===== src/rtl/core/psv_ram.sv =====
// Generic simple dual-port RAM: one write port, one read port, registered read.
// No dependencies.
module psv_ram #(
   parameter int WIDTH = 16,
   parameter int DEPTH = 256
) (
   input  logic                     clock,
   input  logic                     we,
   input  logic [$clog2(DEPTH)-1:0] waddr,
   input  logic [WIDTH-1:0]         wdata,
   input  logic [$clog2(DEPTH)-1:0] raddr,
   output logic [WIDTH-1:0]         rdata
);
   logic [WIDTH-1:0] mem [DEPTH];

   always_ff @(posedge clock) begin
      if (we) begin
         mem[waddr] <= wdata;
      end
      rdata <= mem[raddr];
   end
endmodule


===== config.mk =====
export PLATFORM = sky130hd
export DESIGN_NAME = psv_ram
export DESIGN_NICKNAME = d
export VERILOG_FILES = /design/src/rtl/core/psv_ram.sv
export SDC_FILE = /design/constraint.sdc
export NUM_CORES = 2
export LEC_CHECK = 0
export BUFFER_PORTS_ARGS = -buffer_cell sky130_fd_sc_hd__buf_2
export CELL_PAD_IN_SITES_DETAIL_PLACEMENT = 1
export CELL_PAD_IN_SITES_GLOBAL_PLACEMENT = 2
export CORE_MARGIN = 10
export CORE_UTILIZATION = 51
export CTS_BUF_LIST = sky130_fd_sc_hd__clkbuf_16
export DETAILED_ROUTE_END_ITERATION = 10
export GPL_TIMING_DRIVEN = 0
export PLACE_DENSITY_LB_ADDON = 0.08
export SLEW_MARGIN = 20
export SYNTH_ARGS = -nofsm -noshare
export SYNTH_HDL_FRONTEND = slang
export SYNTH_SLANG_ARGS = --single-unit

===== constraint.sdc =====
create_clock -name clock -period 3.6 [get_ports clock]
set_input_delay 0.72 -clock clock [delete_from_list [all_inputs] [get_ports clock]]
set_output_delay 0.72 -clock clock [all_outputs]
set_load 0.02 [all_outputs]

Word-level counts from Yosys, hierarchy flattened
Memories as Yosys holds them, arrays and structs flattened. A register that Yosys moved wholly into a read port is not among the register bits.
Index checks and enable logic that the tools add are counted.
Storage, ports and cells
  bits in registers: 0
  bits in latches: 0
  bits in writable memories: 4096
  memory bits (read-only): 0
  output and inout port bits: 16
  logic and storage cells: 3
  memories kept: 1
Cells by class
  $add $sub $neg: 0
  multipliers: 0
  div/mod/pow operators: 0
  magnitude comparators: 0
  equal/unequal tests: 0
  shift-type cells: 0
  mux-type cells: 2
  bitwise gates (word level): 0
  reductions and logical operators: 0
Memory list
  mem: words 256, bits a word 16, read ports 1, clocked after memory_dff 1, write ports 1, line 14  | logic [WIDTH-1:0] mem [DEPTH];
Operators by type and width (number)
  1-bit two-way mux: 2

Depth between registers and ports, before layout
  depth in word-level cells: 2
  mapped depth: 12

Worst setup path before layout
Ideal clock, no wire load.
  path kind: input -> register
  start point: in waddr[3]
  end point: mem mem[235][0], enable pin
  arrival time: 2497 ps
  data required time: 3212 ps
  setup slack: 715 ps
  stages on the path: 6
  path buffers: 3
  cells stage by stage: clkbuf_1 -> nor2b_1 -> clkbuf_1 -> nand4_1 -> clkbuf_1 -> nor2_1
RTL lines
  start: declaration: line 9  | input logic [$clog2(DEPTH)-1:0] waddr,
  end: declaration: line 14
No word-level cell before the write port.

==> key figures <==
Route
  – Detailed-route wire length: 536000 microns
  – Antenna-violating nets left: 0
  – Avg Vias per Cell: 6.76
  – DRT Pass-1 Iters: 6
  – DRT iter0 DRCs: 13600
  – WL/cell: 42.6 microns
  – Routed vias: 84900
  – # DRC: 0

Setup path
  – Worst EP arrival: 4610 ps
  – CP required: 4420 ps
  – Maximum fanout along the worst path: 10
  – Worst setup SP type: input pin
  – Worst Setup Path Type: in2reg
  – CP Capture Type: register

Timing
  – Fmax: 264 MHz
  – Tmin final: 3790 ps
  – Slew headroom: 18.1%
  – Max-slew violations: 0
  – Final hold viol count: 0
  – Count of final setup violators: 14
  – Period utilisation layout: 105%
  – Final setup margin: -193 ps
  – Fin Setup TNS: -1490 ps
  – Clk_skew: 57.4 ps
  – Slew @ Worst Pin: 1230 ps

CTS
  – Clock Latency Late Sink: 990 ps
  – Clock Tree Buf Depth: 4
  – TritonCTS clock tree: yes
  – Cts bufs inserted: 423
  – CTS clk-pin slew, worst paths: 60 ps
  – Root buffer cell: clkbuf_16
  – CTS H-Tree Depth: 5
  – Num Clock Sinks: 4112

Logic synthesis
  – Yosys reg bits: 4112
  – Sequential element share of the synthesized area: 77.7%
  – Post-synth EDFFs: 4096
  – Avg Inst Size Synth: 21.6 sq um
  – Asr flop ratio synth: 0%
  – Ys Warns: 0
  – Post-synthesis cell count: 7360
  – Syn nets: 7394
  – Post-synth top area cell: edfxtp_1
  – Yosys cell types: 52
  – Synthesized cell area: 159000 sq um
  – Post-synth top area share: 77.5%
  – Area contributors post-synth: edfxtp_1, mux4_2, mux2i_1
  – Main synth FF type: edfxtp_1

Global routing
  – First-pass GRT wire length: 725000 microns
  – Vias in the first global route: 84500
  – Largest net degree at the start of global routing: 117
  – Total track usage: 31.7%
  – Gr ovfl total: 0
  – Initial antenna violation count: 48

Die
  – Core Region: 309000 sq um
  – Initial Util: 51.3%
  – Die Span Y: 578 microns
  – IO Count: 50
  – Die ar.: 334000 sq um
  – FP Rows: 204
  – Die W: 578 microns

Worst hold path
  – Hold Path Class: in2reg

Flow run
  – Max cap viols: 0

Placement
  – Routability cong.: 0.967
  – Setup WS pre-CTS: -2920 ps
  – IO buf count: 39
  – Dpl hpwl: 370000 microns

Cells and area
  – Synth-to-layout area growth: 15.9%
  – Nets@finish: 8103
  – Share of cells above drive strength 1: 29.6%

Pwr
  – Power per Cell Area: 555 nW/um^2
  – Peak VDD IR: 0.420 mV
  – Leakage power: 58.6 nW

Run status
  – Status: finished, violations left
  – Failing checks: setup timing
stage by stage:
stage / utilization [%] / instance area (sq um) / hold slack [ps] / cells / power (mW)
after floorplan: - / 159000 / 819 / 7360 / 56.5
after global placement: 53.0 / 164000 / 1150 / 11500 / 59.7
after detailed placement: 54.7 / 169000 / 961 / 11800 / 59.8
after CTS: 59.4 / 184000 / 92.5 / 12500 / 102
after global routing: 59.5 / 184000 / 140 / 12500 / 104
final: 59.5 / 184000 / 145 / 12600 / 102
critical path, cell delays in order:
cell,delay (ps)
clkbuf_2,430
clkbuf_2,530
clkbuf_2,570
clkbuf_1,750
a211oi_1,100
o21ai_0,520
nand3_2,380
nor4_4,560
placed cells by master, fill, tap and decap left out, drive strengths merged, types with 36 or more instances in the layout:
master  synthesis  final
edfxtp       4096   4096
mux4          797    797
clkbuf        230    663
mux2i         565    565
buf           222    502
nor2          304    304
o221ai        253    253
clkinv          0    179
a21oi         175    175
o22ai         148    148
inv             4    119
nor3           92     92
mux2           88     88
a22oi          43     43
nand2          38     38
o21ai          38     38
bufinv          0     36
routing by layer:
| layer | vias up | part of all wire, % | GRT usage, % |
|---|---|---|---|
| met4 | 8 | 4.3 | 11.7 |
| li1 | 32800 | - | - |
| met5 | - | 0.016 | 0 |
| met1 | 46200 | 40 | 45.7 |
| met3 | 818 | 12 | 8.32 |
| met2 | 5063 | 45 | 46.9 |
path summary, 6_finish.rpt:
check,from,endpoint,slack (ps),depth (start not counted)
max,raddr[4],rdata[15],-190,8
min,wdata[12],mem[177][12],140,1
max reg2reg,mem[135][4],rdata[4],720,6
min reg2reg,mem[219][5],rdata[5],1190,6
where the power goes:
group	switching, mW	internal, mW
registers	0.0329	52.8
clock network	18.7	24.3
logic	4.42	1.90
registers in the layout (all words and copies together), names as in the netlist:
name   cells
mem     4096
rdata     16
kinds of logic (layout without fill, tap and decap cells):
kind of cell    count (synthesis)  in the layout  share of synthesized area, %
flops                        4112           4112                          77.7
simple gates                  556            556                          1.57
compound gates                786            786                          3.54
buf+inv                       456           1520                          1.69
mux                          1450           1450                          15.5
other cells                     0             18                             0
final cells by class:
class	count	area, sq um
tap	4120	5150
buffer	449	2950
clock buffer	432	10800
antenna	18	45.0
multi-input combinational	2792	34900
sequential	4112	123000
clock inverter	348	2620
inverter	4	21.3
fill	25500	125000
timing repair buffer	287	4220
synthesized netlist by cell type, types with 3 or more instances:
cell type,number
mux2_2,88
inv_1,3
a21oi_1,175
nor4_1,17
buf_6,77
nor2_1,304
or2_2,4
nor2b_1,9
buf_12,5
edfxtp_1,4096
a2111oi_0,6
buf_1,27
a22o_1,32
buf_4,26
a211oi_1,18
o21ai_0,37
buf_8,11
clkbuf_1,230
mux2i_1,565
nand2_1,38
nand4b_1,3
a221oi_1,28
and3_1,11
o221ai_1,252
o31ai_1,16
a22oi_1,43
a31oi_1,6
o32ai_1,20
dfxtp_1,16
nor3_1,92
nand3_1,35
buf_2,76
nand2b_1,3
o22ai_1,148
nand4_1,26
mux4_2,797
timing repair:
| item | CTS | global route |
|---|---|---|
| setup buffers | 2 | 0 |
| hold endpoints to repair | 4 | 0 |
| pin swaps | 3 | 1 |
| setup endpoints to repair | 16 | 15 |
| hold buffers | 1 | 0 |
| resized for setup | 225 | 48 |
(Power assumes the default switching activity.)
